==> src/brfb_pkg.sv <==
// ----------------------------------------------------------------------------
// brfb_pkg: shared definitions of the byte ring FIFO
// Default sizes, request kind codes and the command and status bundles that
// join the controller and the datapath.
// ----------------------------------------------------------------------------
`default_nettype none

package brfb_pkg;

  localparam int unsigned DEPTH_DEF       = 1024;
  localparam int unsigned MAX_REQUEST_DEF = 64;

  typedef enum logic [1:0] {
    KIND_WRITE   = 2'd0,
    KIND_DEQUEUE = 2'd1,
    KIND_PEEK    = 2'd2
  } kind_e;

  typedef struct packed {
    logic accept;
    logic issue;
    logic move;
    logic pop;
  } brfb_cmd_t;

  typedef struct packed {
    logic stream_start;
    logic rem_zero;
    logic rd_vld;
    logic out_vld;
  } brfb_sts_t;

endpackage

`default_nettype wire

==> src/brfb_ctrl.sv <==
// ----------------------------------------------------------------------------
// brfb_ctrl: controller of the byte ring FIFO
// Decides when a request is taken, when a store read is issued during a
// read stream, and when results advance toward the output register.
// ----------------------------------------------------------------------------
`default_nettype none

module brfb_ctrl (
  input  wire                clk_i,
  input  wire                rst_ni,
  input  wire                in_valid_i,
  output logic               in_ready_o,
  input  wire                out_ready_i,
  input  brfb_pkg::brfb_sts_t sts_i,
  output brfb_pkg::brfb_cmd_t cmd_o
);
  import brfb_pkg::*;

  typedef enum logic [1:0] {
    ST_IDLE   = 2'b01,
    ST_STREAM = 2'b10
  } state_e;

  state_e state_q, state_d;
  logic   out_free;
  logic   move;

  assign out_free   = !sts_i.out_vld || out_ready_i;
  assign move       = sts_i.rd_vld && out_free;
  assign in_ready_o = (state_q == ST_IDLE) && out_free;

  assign cmd_o.accept = in_valid_i && in_ready_o;
  assign cmd_o.move   = move;
  assign cmd_o.pop    = sts_i.out_vld && out_ready_i;
  assign cmd_o.issue  = (state_q == ST_STREAM) && !sts_i.rem_zero &&
                        (!sts_i.rd_vld || move);

  always_comb begin
    state_d = state_q;
    unique case (state_q)
      ST_IDLE: begin
        if (cmd_o.accept && sts_i.stream_start) begin
          state_d = ST_STREAM;
        end
      end
      ST_STREAM: begin
        if (sts_i.rem_zero && !sts_i.rd_vld) begin
          state_d = ST_IDLE;
        end
      end
      default: state_d = ST_IDLE;
    endcase
  end

  always_ff @(posedge clk_i or negedge rst_ni) begin
    if (!rst_ni) begin
      state_q <= ST_IDLE;
    end else begin
      state_q <= state_d;
    end
  end

endmodule

`default_nettype wire

==> config.mk <==
export PLATFORM = sky130hd
export DESIGN_NAME = brfb_ctrl
export DESIGN_NICKNAME = d
export VERILOG_FILES = /design/src/brfb_pkg.sv /design/src/brfb_ctrl.sv
export SDC_FILE = /design/constraint.sdc
export NUM_CORES = 1
export LEC_CHECK = 0
export BUFFER_PORTS_ARGS = -buffer_cell sky130_fd_sc_hd__buf_4
export CAP_MARGIN = 10
export CORE_AREA = 2 2 39 41
export DETAILED_ROUTE_END_ITERATION = 12
export DIE_AREA = 0 0 41 43
export HOLD_SLACK_MARGIN = 0.02
export PLACE_DENSITY = 0.34
export SLEW_MARGIN = 20
export SYNTH_ARGS = -nofsm -noshare
export SYNTH_HDL_FRONTEND = slang
export SYNTH_SLANG_ARGS = --single-unit
==> constraint.sdc <==
create_clock -name clk_i -period 1.1 [get_ports clk_i]
set_clock_uncertainty 0.05 [all_clocks]
set_input_delay 0.22 -clock clk_i [delete_from_list [all_inputs] [get_ports clk_i]]
set_output_delay 0.22 -clock clk_i [all_outputs]
set_load 0.005 [all_outputs]
==> results.yml <==
critical_path:
  worst_setup_path_start_kind: "register"
  r2r_end: "state_q[0]$_DFFE_PN1P_"
  max_stage_delay_ns: 0.54
  r2r_slack_ns: -0.31
  r2r-start: "state_q[0]$_DFFE_PN1P_"
  path_cells: "nand2b_4, buf_4, buf_4, buf_4, o32a_1"
  path_max_fanout: 2
  cp_common_cell: "buf_4"
  slowest_stage: "dfstp_2"
  endpoint_kind: "register"
  path_class: "reg2reg"
  r2r_cells: 5
  cp.arrival_ns: 1.49
  worstPathRequired_ns: 1.19
floorplan:
  fp.dieH_um: 43
  start_util_pct: 11.0
  design.die.area_um2: 1760
  rows: 14
  die_w_um: 41
  core_area_um2: 1380
  io_pins: 13
pwr:
  vdd_drop_max_v: 0.000521
  p_switching_uw: 98.0
  p_sw_share_pct: 24.7
  p_seq_share_pct: 22.2
  comb_power_share_pct: 32.1
  power_density_nw_per_um2: 1080
  intPower_uw: 299
  clkPwrFrac_pct: 45.7
  p_leak_nw: 0.175
timing:
  hold_viol: 0
  fin_ws_ns: -0.306
  tns_ns: -1.37
  worst_pin_slew_ns: 0.249
  rsz0062_at_grt: "true"
  slew_violations: 0
  max_freq_mhz: 711
  finalCritPeriodShare_pct: 128
  finalHoldWorstSlack_ns: 0.255
  setup_viol: 5
  period_minus_slack_ns: 1.41
  slew_headroom_pct: 83.4
worst_hold_path:
  hold_class: "in2async"
cells_and_area:
  area_growth_pct: 141
  nets: 45
  drive_gt1_share_pct: 77.8
  largest_register_ffs: 2
  regMostFlops: "state_q"
  nFillCells: 145
  largestRegisters: "state_q x2"
  final_util_pct: 26.6
  n_antenna_cell: 0
route:
  first_iter_violations: 0
  wl_um: 483
  antenna_left: 0
  dr.pass1.iters: 1
  post_drt_wl_per_cell_um: 9.29
  drc: 0
  vias: 192
  viasPerCell: 3.69
grt:
  grt_overflow: 0
  grt_pass1_vias: 142
  antenna_found_initial: 0
  grt_pass1_wl_um: 524
  grt_max_degree: 5
  track_usage_pct: 5.22
cts:
  clkTransAtPathRegs_ns: 0.04
  h-tree-depth: 1
  cts.sinks: 2
  cts.path.max_buffers: 2
  clk_latency_ns: 0.23
  cts_buffers: 3
  cts_tree: "built"
  root_buffer: "clkbuf_4"
run:
  drv_cap: 0
synth:
  syn_inst: 15
  ys_ff_latch: 2
  synth-seq-area-share_pct: 33.6
  synth_nets: 23
  netlist-cell-type-count: 14
  syn_area_um2: 153
  avgSynthCellArea_um2: 10.2
  ys_warn_count: 0
place:
  gp_congestion: 0.505
  portBuffers: 12
  hpwl_um: 340
status:
  violations: "negative setup slack"
  status: "finished with violations"
-- Yosys cell counts, drive strengths merged --
cell    n  area, um2
dfstp   1       26.3
o32ai   1       8.76
nand2b  2       20.0
buf     1       7.51
a211oi  1       7.51
o32a    1       10.0
nor3b   1       7.51
nor2    1       3.75
and2    1       6.26
dfrtp   1       25.0
nand2   1       3.75
nor2b   3       26.3
-- layout make-up --
type                            count  area (um2)  share of cell area (%)
Multi-Input combinational cell     12         133                    36.1
Tap cell                           16        20.0                    5.44
Timing Repair Buffer               18         138                    37.4
Sequential cell                     2        51.3                    13.9
Clock buffer                        4        26.3                    7.14
-- cell usage in the layout (no fill, tap or decap) --
master | netlist | layout
buf_4 | 1 | 17
clkbuf_4 | 0 | 3
nor2b_1 | 2 | 2
nand2b_4 | 1 | 2
nor2b_4 | 1 | 1
a211oi_2 | 0 | 1
nor2_2 | 0 | 1
nor3b_2 | 0 | 1
and2_1 | 1 | 1
nand2_1 | 1 | 1
o32a_1 | 1 | 1
o32ai_4 | 0 | 1
clkbuf_1 | 0 | 1
dlygate4sd3_1 | 0 | 1
dfstp_2 | 1 | 1
dfrtp_1 | 1 | 1
-- timing repair --
action | 4_1_cts | 5_1_grt
endpoints found under the hold margin | 2 | 0
setup buffers | 1 | 2
endpoints found under the setup margin | 3 | 5
hold buffers | 1 | 0
gates resized for setup | 4 | 2
pin swaps | 3 | 1
-- metrics by stage --
step	setup slack [ns]	area [um2]	total power [mW]	std cells
6_report	-0.306	368	0.397	52
5_1_grt	-0.352	368	0.428	52
4_1_cts	-0.273	339	0.387	50
3_5_place_dp	-0.0686	270	0.172	44
3_3_place_gp	-0.0805	270	0.172	44
2_1_floorplan	0.0327	153	0.124	15
-- per-layer routing --
metal,vias up,track usage (%),part of all wire [%]
met5,-,0,0
met4,0,6.00,0
met3,0,1.57,13
met2,13,8.13,45
met1,84,4.50,42
li1,95,-,-
-- logic make-up (layout without fill, tap and decap cells) --
logic type	count (synthesis)	in the layout	share of synthesized area, %
AND/OR/NAND/NOR	9	9	44.3
AO/OA/AOI/OAI	3	3	17.2
buffers and inverters	1	22	4.92
flip-flops	2	2	33.6
-- power by group through the flow --
stage                     registers [mW]  clock network, mW  logic (mW)
after global placement            0.0867                  0      0.0850
after CTS                         0.0878              0.195       0.104
after global routing              0.0880              0.203       0.136
after floorplan                   0.0862                  0      0.0374
final                             0.0880              0.182       0.127
after detailed placement          0.0867                  0      0.0853
-- worst max-delay path, delay by kind of cell (launching register included) --
kind            cells  cell delay (ns)
simple gates        1             0.06
buf+inv             3             0.39
compound gates      1             0.28
flops               1             0.54
-- worst max path at each step --
| stage | startpoint | to | cells after the start |
|---|---|---|---|
| after global placement | state_q[0]$_DFFE_PN1P_ | cmd_o[3] | 3 |
| after global routing | state_q[0]$_DFFE_PN1P_ | cmd_o[3] | 3 |
| after detailed placement | state_q[0]$_DFFE_PN1P_ | cmd_o[2] | 3 |
| after floorplan | state_q[0]$_DFFE_PN1P_ | cmd_o[3] | 2 |
| final | state_q[0]$_DFFE_PN1P_ | state_q[0]$_DFFE_PN1P_ | 5 |
| after CTS | state_q[0]$_DFFE_PN1P_ | cmd_o[3] | 3 |
Note: power is estimated with default switching activity, not from simulation.
